## src/sv/ieval_pkg.sv

```systemverilog
// Shared types and constants for the infix integer expression evaluator.
package ieval_pkg;

  typedef enum logic [2:0] {
    PH_START = 3'd0,
    PH_OUTER = 3'd1,
    PH_INNER = 3'd2,
    PH_NUM   = 3'd3,
    PH_AFTER = 3'd4
  } phase_e;

  typedef enum logic [3:0] {
    ST_IDLE,
    ST_CHAR,
    ST_ATOM,
    ST_MUL,
    ST_DIV,
    ST_RESUME,
    ST_LASTCHK,
    ST_FINAL
  } fsm_e;

  typedef enum logic [1:0] {
    TOP_NONE = 2'd0,
    TOP_MUL  = 2'd1,
    TOP_DIV  = 2'd2
  } term_op_e;

  typedef enum logic [1:0] {
    SGN_NONE  = 2'd0,
    SGN_PLUS  = 2'd1,
    SGN_MINUS = 2'd2
  } sign_e;

  localparam logic [1:0] ERR_NONE   = 2'd0;
  localparam logic [1:0] ERR_SYNTAX = 2'd1;
  localparam logic [1:0] ERR_DIV0   = 2'd2;

  localparam logic [7:0] CH_PLUS  = 8'h2B;
  localparam logic [7:0] CH_MINUS = 8'h2D;
  localparam logic [7:0] CH_STAR  = 8'h2A;
  localparam logic [7:0] CH_SLASH = 8'h2F;
  localparam logic [7:0] CH_ZERO  = 8'h30;
  localparam logic [7:0] CH_NINE  = 8'h39;
  localparam logic [7:0] CH_SPACE = 8'h20;
  localparam logic [7:0] CH_TAB   = 8'h09;
  localparam logic [7:0] CH_CR    = 8'h0D;
  localparam logic [7:0] CH_NUL   = 8'h00;

endpackage

```

## src/sv/infix_integer_expression_evaluator_top.sv

```systemverilog
// Streaming infix expression evaluator with a shared iterative multiply/divide unit.
//
//  channel | signals                         | transfer when
//  --------+---------------------------------+-----------------------------
//  in      | ch_i, is_last_i                 | in_valid_i & in_ready_o
//  out     | value_o, error_kind_o           | out_valid_o & out_ready_i
//
// Closing an atom under '*' or '/' iterates on the shared shift-add / restoring
// divide unit. On the is_last transfer, a text that ends in a number first closes
// that last atom, and then the result is formed.
// in_ready_o is high only in the idle state; a new result stalls until the
// previous one in the output register is taken.
// Reset clears all control and accumulator state; no clearing pass.
module infix_integer_expression_evaluator_top #(
  parameter int VALUE_WIDTH = 64
) (
  input  logic        clk_i,
  input  logic        rst_ni,
  input  logic        in_valid_i,
  output logic        in_ready_o,
  input  logic [7:0]  ch_i,
  input  logic        is_last_i,
  output logic        out_valid_o,
  input  logic        out_ready_i,
  output logic [63:0] value_o,
  output logic [1:0]  error_kind_o
);

  localparam int W  = VALUE_WIDTH;
  localparam int CW = $clog2(W + 1);

  ieval_pkg::fsm_e     state_q, state_d;
  ieval_pkg::phase_e   phase_q, phase_d;
  ieval_pkg::term_op_e top_q, top_d;
  ieval_pkg::sign_e    isgn_q, isgn_d;
  logic                oneg_q, oneg_d;
  logic                sneg_q, sneg_d;
  logic [1:0]          err_q, err_d;
  logic [W-1:0]        sum_q, sum_d;
  logic [W-1:0]        term_q, term_d;
  logic [W-1:0]        num_q, num_d;
  logic [7:0]          ch_q, ch_d;
  logic                last_q, last_d;
  logic                ctx_q, ctx_d;
  logic [W-1:0]        opa_q, opa_d;
  logic [W-1:0]        opb_q, opb_d;
  logic [W:0]          rem_q, rem_d;
  logic                qneg_q, qneg_d;
  logic [CW-1:0]       cnt_q, cnt_d;
  logic                ovld_q, ovld_d;
  logic [W-1:0]        res_q, res_d;
  logic [1:0]          oerr_q, oerr_d;

  logic         is_ws, is_dig;
  logic [3:0]   dig;
  logic [W+3:0] acc10, lim;
  logic [W-1:0] atom_v, fold_v, mag_a, mag_b, mul_n, q_n;
  logic [W:0]   div_sh;
  logic         div_ge;
  logic [1:0]   err_fin;
  logic signed [W-1:0] res_s;

  assign is_ws  = (ch_q == ieval_pkg::CH_SPACE) ||
                  (ch_q >= ieval_pkg::CH_TAB && ch_q <= ieval_pkg::CH_CR);
  assign is_dig = (ch_q >= ieval_pkg::CH_ZERO) && (ch_q <= ieval_pkg::CH_NINE);
  assign dig    = 4'(ch_q - ieval_pkg::CH_ZERO);
  assign acc10  = {num_q, 3'b000} + {2'b00, num_q, 1'b0} + (W+4)'(dig);
  assign lim    = (W+4)'({1'b0, {(W-1){1'b1}}}) +
                  (W+4)'(isgn_q == ieval_pkg::SGN_MINUS);
  assign atom_v = ((isgn_q == ieval_pkg::SGN_MINUS) ^ oneg_q) ? (W'(0) - num_q) : num_q;
  assign fold_v = sneg_q ? (sum_q - term_q) : (sum_q + term_q);
  assign mag_a  = term_q[W-1] ? (W'(0) - term_q) : term_q;
  assign mag_b  = atom_v[W-1] ? (W'(0) - atom_v) : atom_v;
  assign mul_n  = opb_q[0] ? (rem_q[W-1:0] + opa_q) : rem_q[W-1:0];
  assign div_sh = {rem_q[W-1:0], opa_q[W-1]};
  assign div_ge = div_sh >= {1'b0, opb_q};
  assign q_n    = {opa_q[W-2:0], div_ge};
  assign err_fin = (err_q != ieval_pkg::ERR_NONE) ? err_q :
                   ((phase_q != ieval_pkg::PH_AFTER) ? ieval_pkg::ERR_SYNTAX
                                                      : ieval_pkg::ERR_NONE);

  always_comb begin
    state_d = state_q;
    phase_d = phase_q;
    top_d   = top_q;
    isgn_d  = isgn_q;
    oneg_d  = oneg_q;
    sneg_d  = sneg_q;
    err_d   = err_q;
    sum_d   = sum_q;
    term_d  = term_q;
    num_d   = num_q;
    ch_d    = ch_q;
    last_d  = last_q;
    ctx_d   = ctx_q;
    opa_d   = opa_q;
    opb_d   = opb_q;
    rem_d   = rem_q;
    qneg_d  = qneg_q;
    cnt_d   = cnt_q;
    res_d   = res_q;
    oerr_d  = oerr_q;
    ovld_d  = ovld_q && !out_ready_i;
    in_ready_o = 1'b0;
    case (state_q)
      ieval_pkg::ST_IDLE: begin
        in_ready_o = 1'b1;
        if (in_valid_i) begin
          ch_d    = ch_i;
          last_d  = is_last_i;
          state_d = ieval_pkg::ST_CHAR;
        end
      end
      ieval_pkg::ST_CHAR: begin
        state_d = ieval_pkg::ST_LASTCHK;
        if (ch_q != ieval_pkg::CH_NUL && err_q == ieval_pkg::ERR_NONE) begin
          case (phase_q)
            ieval_pkg::PH_START: begin
              if (is_ws) begin
              end else if (ch_q == ieval_pkg::CH_MINUS) begin
                oneg_d  = 1'b1;
                phase_d = ieval_pkg::PH_OUTER;
              end else if (ch_q == ieval_pkg::CH_PLUS) begin
                isgn_d  = ieval_pkg::SGN_PLUS;
                phase_d = ieval_pkg::PH_INNER;
              end else if (is_dig) begin
                num_d   = W'(dig);
                phase_d = ieval_pkg::PH_NUM;
              end else begin
                err_d = ieval_pkg::ERR_SYNTAX;
              end
            end
            ieval_pkg::PH_OUTER: begin
              if (is_ws) begin
              end else if (ch_q == ieval_pkg::CH_MINUS || ch_q == ieval_pkg::CH_PLUS) begin
                isgn_d  = (ch_q == ieval_pkg::CH_MINUS) ? ieval_pkg::SGN_MINUS
                                                        : ieval_pkg::SGN_PLUS;
                phase_d = ieval_pkg::PH_INNER;
              end else if (is_dig) begin
                num_d   = W'(dig);
                phase_d = ieval_pkg::PH_NUM;
              end else begin
                err_d = ieval_pkg::ERR_SYNTAX;
              end
            end
            ieval_pkg::PH_INNER: begin
              if (is_dig) begin
                num_d   = W'(dig);
                phase_d = ieval_pkg::PH_NUM;
              end else begin
                err_d = ieval_pkg::ERR_SYNTAX;
              end
            end
            ieval_pkg::PH_NUM: begin
              if (is_dig) begin
                if (acc10 > lim) err_d = ieval_pkg::ERR_SYNTAX;
                else num_d = acc10[W-1:0];
              end else begin
                ctx_d   = 1'b0;
                state_d = ieval_pkg::ST_ATOM;
              end
            end
            ieval_pkg::PH_AFTER: begin
              if (!is_ws) begin
                ctx_d   = 1'b0;
                state_d = ieval_pkg::ST_RESUME;
              end
            end
            default: err_d = ieval_pkg::ERR_SYNTAX;
          endcase
        end
      end
      ieval_pkg::ST_ATOM: begin
        opa_d  = mag_a;
        opb_d  = mag_b;
        rem_d  = '0;
        cnt_d  = '0;
        qneg_d = term_q[W-1] ^ atom_v[W-1];
        case (top_q)
          ieval_pkg::TOP_MUL: begin
            opa_d   = term_q;
            opb_d   = atom_v;
            state_d = ieval_pkg::ST_MUL;
          end
          ieval_pkg::TOP_DIV: begin
            if (atom_v == '0) begin
              err_d   = ieval_pkg::ERR_DIV0;
              state_d = ieval_pkg::ST_RESUME;
            end else begin
              state_d = ieval_pkg::ST_DIV;
            end
          end
          default: begin
            term_d  = atom_v;
            phase_d = ieval_pkg::PH_AFTER;
            state_d = ieval_pkg::ST_RESUME;
          end
        endcase
      end
      ieval_pkg::ST_MUL: begin
        rem_d = {1'b0, mul_n};
        opa_d = {opa_q[W-2:0], 1'b0};
        opb_d = {1'b0, opb_q[W-1:1]};
        cnt_d = cnt_q + CW'(1);
        if (cnt_q == CW'(W - 1)) begin
          term_d  = mul_n;
          phase_d = ieval_pkg::PH_AFTER;
          state_d = ieval_pkg::ST_RESUME;
        end
      end
      ieval_pkg::ST_DIV: begin
        rem_d = div_ge ? (div_sh - {1'b0, opb_q}) : div_sh;
        opa_d = q_n;
        cnt_d = cnt_q + CW'(1);
        if (cnt_q == CW'(W - 1)) begin
          term_d  = qneg_q ? (W'(0) - q_n) : q_n;
          phase_d = ieval_pkg::PH_AFTER;
          state_d = ieval_pkg::ST_RESUME;
        end
      end
      ieval_pkg::ST_RESUME: begin
        state_d = ieval_pkg::ST_LASTCHK;
        if (!ctx_q && err_q == ieval_pkg::ERR_NONE && !is_ws) begin
          if (ch_q == ieval_pkg::CH_PLUS || ch_q == ieval_pkg::CH_MINUS) begin
            sum_d  = fold_v;
            sneg_d = (ch_q == ieval_pkg::CH_MINUS);
            top_d  = ieval_pkg::TOP_NONE;
          end else if (ch_q == ieval_pkg::CH_STAR) begin
            top_d = ieval_pkg::TOP_MUL;
          end else if (ch_q == ieval_pkg::CH_SLASH) begin
            top_d = ieval_pkg::TOP_DIV;
          end else begin
            err_d = ieval_pkg::ERR_SYNTAX;
          end
          if (ch_q == ieval_pkg::CH_PLUS || ch_q == ieval_pkg::CH_MINUS ||
              ch_q == ieval_pkg::CH_STAR || ch_q == ieval_pkg::CH_SLASH) begin
            oneg_d  = 1'b0;
            isgn_d  = ieval_pkg::SGN_NONE;
            num_d   = '0;
            phase_d = ieval_pkg::PH_START;
          end
        end
      end
      ieval_pkg::ST_LASTCHK: begin
        if (!last_q) begin
          state_d = ieval_pkg::ST_IDLE;
        end else if (err_q == ieval_pkg::ERR_NONE && phase_q == ieval_pkg::PH_NUM) begin
          ctx_d   = 1'b1;
          state_d = ieval_pkg::ST_ATOM;
        end else begin
          state_d = ieval_pkg::ST_FINAL;
        end
      end
      ieval_pkg::ST_FINAL: begin
        if (!ovld_q || out_ready_i) begin
          ovld_d  = 1'b1;
          oerr_d  = err_fin;
          res_d   = (err_fin == ieval_pkg::ERR_NONE) ? fold_v : '0;
          sum_d   = '0;
          sneg_d  = 1'b0;
          term_d  = '0;
          top_d   = ieval_pkg::TOP_NONE;
          num_d   = '0;
          oneg_d  = 1'b0;
          isgn_d  = ieval_pkg::SGN_NONE;
          phase_d = ieval_pkg::PH_START;
          err_d   = ieval_pkg::ERR_NONE;
          state_d = ieval_pkg::ST_IDLE;
        end
      end
      default: state_d = ieval_pkg::ST_IDLE;
    endcase
  end

  always_ff @(posedge clk_i or negedge rst_ni) begin
    if (!rst_ni) begin
      state_q <= ieval_pkg::ST_IDLE;
      phase_q <= ieval_pkg::PH_START;
      top_q   <= ieval_pkg::TOP_NONE;
      isgn_q  <= ieval_pkg::SGN_NONE;
      oneg_q  <= 1'b0;
      sneg_q  <= 1'b0;
      err_q   <= ieval_pkg::ERR_NONE;
      sum_q   <= '0;
      term_q  <= '0;
      num_q   <= '0;
      ctx_q   <= 1'b0;
      last_q  <= 1'b0;
      cnt_q   <= '0;
      ovld_q  <= 1'b0;
    end else begin
      state_q <= state_d;
      phase_q <= phase_d;
      top_q   <= top_d;
      isgn_q  <= isgn_d;
      oneg_q  <= oneg_d;
      sneg_q  <= sneg_d;
      err_q   <= err_d;
      sum_q   <= sum_d;
      term_q  <= term_d;
      num_q   <= num_d;
      ctx_q   <= ctx_d;
      last_q  <= last_d;
      cnt_q   <= cnt_d;
      ovld_q  <= ovld_d;
    end
  end

  always_ff @(posedge clk_i) begin
    ch_q   <= ch_d;
    opa_q  <= opa_d;
    opb_q  <= opb_d;
    rem_q  <= rem_d;
    qneg_q <= qneg_d;
    res_q  <= res_d;
    oerr_q <= oerr_d;
  end

  assign res_s        = res_q;
  assign value_o      = 64'(res_s);
  assign error_kind_o = oerr_q;
  assign out_valid_o  = ovld_q;

  a_err_zero: assert property (@(posedge clk_i) disable iff (!rst_ni)
    (out_valid_o && error_kind_o != ieval_pkg::ERR_NONE) |-> value_o == 64'd0)
    else $error("errored result carries a nonzero value");

  a_err_code: assert property (@(posedge clk_i) disable iff (!rst_ni)
    out_valid_o |-> error_kind_o != 2'd3)
    else $error("undefined error code");

  a_iter_cnt: assert property (@(posedge clk_i) disable iff (!rst_ni)
    (state_q == ieval_pkg::ST_MUL || state_q == ieval_pkg::ST_DIV) |-> cnt_q < CW'(W))
    else $error("iteration count overrun");

  a_final_stall: assert property (@(posedge clk_i) disable iff (!rst_ni)
    (state_q == ieval_pkg::ST_FINAL && out_valid_o && !out_ready_i) |=>
      state_q == ieval_pkg::ST_FINAL)
    else $error("result dropped while output stalled");

endmodule
```

## config.mk

```make
export PLATFORM = sky130hd
export DESIGN_NAME = infix_integer_expression_evaluator_top
export DESIGN_NICKNAME = d
export VERILOG_FILES = /design/src/sv/ieval_pkg.sv /design/src/sv/infix_integer_expression_evaluator_top.sv
export SDC_FILE = /design/constraint.sdc
export NUM_CORES = 2
export LEC_CHECK = 0
export ABC_AREA = 1
export ABC_CLOCK_PERIOD_IN_PS = 10100
export BUFFER_PORTS_ARGS = -buffer_cell sky130_fd_sc_hd__buf_2
export CORE_MARGIN = 4
export CORE_UTILIZATION = 40
export DETAILED_ROUTE_END_ITERATION = 16
export PLACE_DENSITY = 0.64
export SLEW_MARGIN = 0
export SYNTH_ARGS = -nofsm -noshare
export SYNTH_HDL_FRONTEND = slang
export SYNTH_SLANG_ARGS = --single-unit
```

## constraint.sdc

```tcl
create_clock -name clk_i -period 10.1 [get_ports clk_i]
set_input_delay 0.505 -clock clk_i [delete_from_list [all_inputs] [get_ports clk_i]]
set_output_delay 0.505 -clock clk_i [all_outputs]
set_load 0.005 [all_outputs]
```

==> results <==
- The share of cells above drive strength 1 is 0.0463.
- The synthesized area is 50500 µm².
- The capture instance of the worst register-to-register path is num_q[52]$_DFFE_PN0P_.
- In the synthesized netlist the dominant register cell turns out to be sky130_fd_sc_hd__edfxtp_1.
- TritonCTS built the clock tree.
- Measured along the x axis, the die boundary spans 363 µm.
- The total wirelength of the detailed-routed design is 226000 µm.
- The region available for standard cell placement spans 126000 µm².
- During placement, the flow inserted port buffers numbering 80.
- Counting flops with an async set or reset pin after synthesis yields a share of 0.447.
- The effective utilization at floorplan is 0.402.
- The TritonCTS buffer count is 60.
- The first detailed-routing pass ran for 6 iterations.
- The worst setup path is captured at a flop.
- The synthesized net count is 8208.
- The origin of the worst setup path is num_q[2]$_DFFE_PN0P_.
- The post-CTS repair timing setup buffer count is 0.
- For the worst setup path, the data required time is 10630 ps.
- Setup repair after global routing left no endpoint under its margin.
- The clock latency reported for the late side of the worst-skew pair is 720 ps.
- The startpoint identified for the worst register-to-register timing path is num_q[2]$_DFFE_PN0P_.
- Synthesis handed over a netlist of 7802 instances.
- The post-detailed-route via-to-cell ratio is 5.70.
- The count of hold buffers inserted by post-cts repair is 10.
- The tree is rooted in a sky130_fd_sc_hd__clkbuf_16.
- The die height is 363 µm.
- The endpoint arrival time on the critical path is 7730 ps.
- Leaving out fill and tap cells, the most frequent cells in the layout are 1934 x sky130_fd_sc_hd__nand2_1, 1008 x sky130_fd_sc_hd__nor2_1, 928 x sky130_fd_sc_hd__inv_1.
- The ratio of final minimum period to clock period is 0.713.
- Entering global routing, the biggest net connects 107 pins.
- The mean instance size in the synthesized netlist is 6.48 µm².
- The placed wire-length estimate is 185000 µm.
- The number of cells on the worst reg-to-reg path is 25.
- Between clock sinks in the finished design, the worst skew comes to 75.1 ps.
- The critical path in this run is classified as flop to flop.
- The total of warnings raised by yosys is 0.
- The congestion estimate from routability-driven global placement came to 1.00.
- The achievable clock frequency is 139 MHz.
- In the final routed layout, each cell accounts on average for 23.8 µm.
- For the pin with the worst max-slew slack, the measured transition is 1250 ps.
- Detailed routing inserted a total of 54100 vias.
- The number of antenna violations at the first check in global routing is 8.
- From synthesis to final layout, the design area changed by 8.32%.
- The final count of pins violating max slew is 0.
- Across every metal layer, demand over resource in global routing totals 0.331.
- The H-tree was split into 2 levels.
- The longest clock path from root to sink contains 3 buffers.
- The global-route wire length before repair is 332000 µm.
- The largest driver fanout on the critical path is 65.
- The tool flagged a number of max-cap violations equal to 0.
- Headroom to the max-slew limit came out at 0.161.
- The die covers 132000 µm².
- The run finished with clean final reports.
- For this design, the sink count on the clock tree is 483.
- The DRC violation count after routing is 0.
- Clock-pin slew was measured on the worst setup and hold paths at 60 ps.
- Synthesis inferred 483 register bits.
- The startpoint kind of the worst setup timing path is a flop.
- The number of global-route vias before repair is 52000.
- The number of nets in the finished design is 8187.
- The part of the Yosys area used for sequential elements is 0.266.
- Counting distinct cell types in the post-synthesis netlist gives 68.
- Adding up every negative setup slack in the final design gives 0 ps.
- The number of enable flip-flop cells after synthesis is 267.
- The min-delay analysis places its worst path in the category input port to flop.
- The hold violation total from the final report is 0.
- 81 I/O pins were placed.
- Global routing finished with a remaining overflow of 0.
- The path with the worst hold slack has its endpoint at out_valid_o$_DFF_PN0_.
- Gates resized during post-CTS repair numbered 0.
- In this run the register-to-register setup slack is 2900 ps.
- The starting DRC count in detailed routing is 5737.
- Setup violations remaining at the end of the flow were counted as 0.
- The most common cell after layout, fill and taps aside is sky130_fd_sc_hd__nand2_1.
- The number of antenna-violating nets in the routed design is 0.
- In this run the core area contains 130 standard-cell rows.
- The worst hold path passes through 4 cells.
- The clock period could shrink to 7200 ps.
- In this run the most critical hold path is launched from out_ready_i.
per-layer routing:
| metal | routed length (µm) | global-route usage | vias to the layer above |
|---|---|---|---|
| li1 | - | - | 26000 |
| met1 | 92500 | 0.413 | 25400 |
| met2 | 103000 | 0.545 | 2139 |
| met3 | 14700 | 0.0452 | 543 |
| met4 | 16000 | 0.199 | 8 |
| met5 | 52 | 0 | - |
critical path, cell delays in order (launching register included):
cell                      delay [ps]
sky130_fd_sc_hd__dfrtp_1         620
sky130_fd_sc_hd__fa_1            510
sky130_fd_sc_hd__ha_1            320
sky130_fd_sc_hd__nand3_1          70
sky130_fd_sc_hd__nand2_1         140
sky130_fd_sc_hd__a21oi_1         100
sky130_fd_sc_hd__o21ai_0         390
sky130_fd_sc_hd__inv_1            70
sky130_fd_sc_hd__o21ai_0         560
sky130_fd_sc_hd__nand3_1         150
sky130_fd_sc_hd__nand2_1         260
sky130_fd_sc_hd__nand2_1          80
sky130_fd_sc_hd__nand3_1         130
sky130_fd_sc_hd__xor2_1          220
sky130_fd_sc_hd__inv_1            70
sky130_fd_sc_hd__ha_1            300
sky130_fd_sc_hd__nand2_1          70
sky130_fd_sc_hd__nor4b_1         750
sky130_fd_sc_hd__nand4_1         160
sky130_fd_sc_hd__nand2_1         130
sky130_fd_sc_hd__nand2_1          70
sky130_fd_sc_hd__nand2_2          70
sky130_fd_sc_hd__buf_4           530
sky130_fd_sc_hd__nand2_2         830
sky130_fd_sc_hd__nand2_1         250
sky130_fd_sc_hd__nand2_1          70
how the worst max path moves through the flow:
stage / endpoint / slack [ps]
2_1_floorplan: phase_q[0]$_DFFE_PN0P_ / 2950
3_3_place_gp: num_q[63]$_DFFE_PN0P_ / 3020
3_5_place_dp: num_q[55]$_DFFE_PN0P_ / 2990
4_1_cts: num_q[50]$_DFFE_PN0P_ / 2880
5_1_grt: num_q[55]$_DFFE_PN0P_ / 2260
6_report: num_q[52]$_DFFE_PN0P_ / 2900
final cells by class:
type,count,area [µm²]
diodes,2,5.00
flip-flops and latches,483,13400
multi-input cells,6145,32600
repair buffers,134,841
clock buffers,79,1670
well taps,1650,2060
inverters,957,3590
fillers,13600,70800
clock inverters,35,499
cell usage after synthesis (9+ instances only):
cell,count,area [µm²]
sky130_fd_sc_hd__nor3_1,90,450
sky130_fd_sc_hd__o22ai_1,13,81.3
sky130_fd_sc_hd__xor2_1,170,1490
sky130_fd_sc_hd__nand3b_1,36,270
sky130_fd_sc_hd__a21oi_1,528,2640
sky130_fd_sc_hd__a21o_1,38,285
sky130_fd_sc_hd__nor2_2,25,156
sky130_fd_sc_hd__a211oi_1,9,67.6
sky130_fd_sc_hd__nand2_2,16,100
sky130_fd_sc_hd__a31oi_1,57,357
sky130_fd_sc_hd__buf_1,24,90.1
sky130_fd_sc_hd__or2_2,18,113
sky130_fd_sc_hd__a21boi_0,20,150
sky130_fd_sc_hd__o21ai_1,61,305
sky130_fd_sc_hd__ha_1,388,4850
sky130_fd_sc_hd__nand2_1,1937,7270
sky130_fd_sc_hd__nand3_1,461,2310
sky130_fd_sc_hd__edfxtp_1,267,8020
sky130_fd_sc_hd__nor2_4,14,158
sky130_fd_sc_hd__nand4_1,83,519
sky130_fd_sc_hd__nor2_1,1015,3810
sky130_fd_sc_hd__buf_2,36,180
sky130_fd_sc_hd__nor4_1,65,407
sky130_fd_sc_hd__xnor2_1,90,788
sky130_fd_sc_hd__o211ai_1,94,706
sky130_fd_sc_hd__buf_4,9,67.6
sky130_fd_sc_hd__o21bai_1,29,218
sky130_fd_sc_hd__o21ai_0,754,3770
sky130_fd_sc_hd__o21a_1,33,248
sky130_fd_sc_hd__clkbuf_1,141,529
sky130_fd_sc_hd__inv_2,20,75.1
sky130_fd_sc_hd__inv_1,932,3500
sky130_fd_sc_hd__dfrtp_1,216,5410
sky130_fd_sc_hd__a221oi_1,9,78.8
cell families after synthesis:
logic type,share of synthesized area
buf+inv,0.0898
fa+ha+maj,0.0981
xor+xnor,0.0454
mux,0.000396
simple gates,0.317
flops,0.266
compound gates,0.183
metrics by stage:
step	hold WS (ps)	instances	worst slack (ps)	utilization	cell area, µm²
floorplan	209	7802	2950	-	50500
global placement	474	9359	3020	0.418	52500
detailed placement	476	9359	2990	0.418	52500
CTS	55.6	9483	2880	0.436	54700
global route	119	9483	2260	0.436	54700
finish	99.8	9485	2900	0.436	54700
sequential cells by signal (all words and copies together) (netlist names), 2 cells and up:
signal,cells
num_q,64
opa_q,64
value_o,64
sum_q,64
err_q,2
rem_q,64
ch_q,8
state_q,3
opb_q,64
term_q,64
top_q,2
phase_q,3
error_kind_o,2
isgn_q,2
cnt_q,7
Power is not shown: default switching activity piles up to over one toggle a cycle in this logic, so the estimate is an artifact.
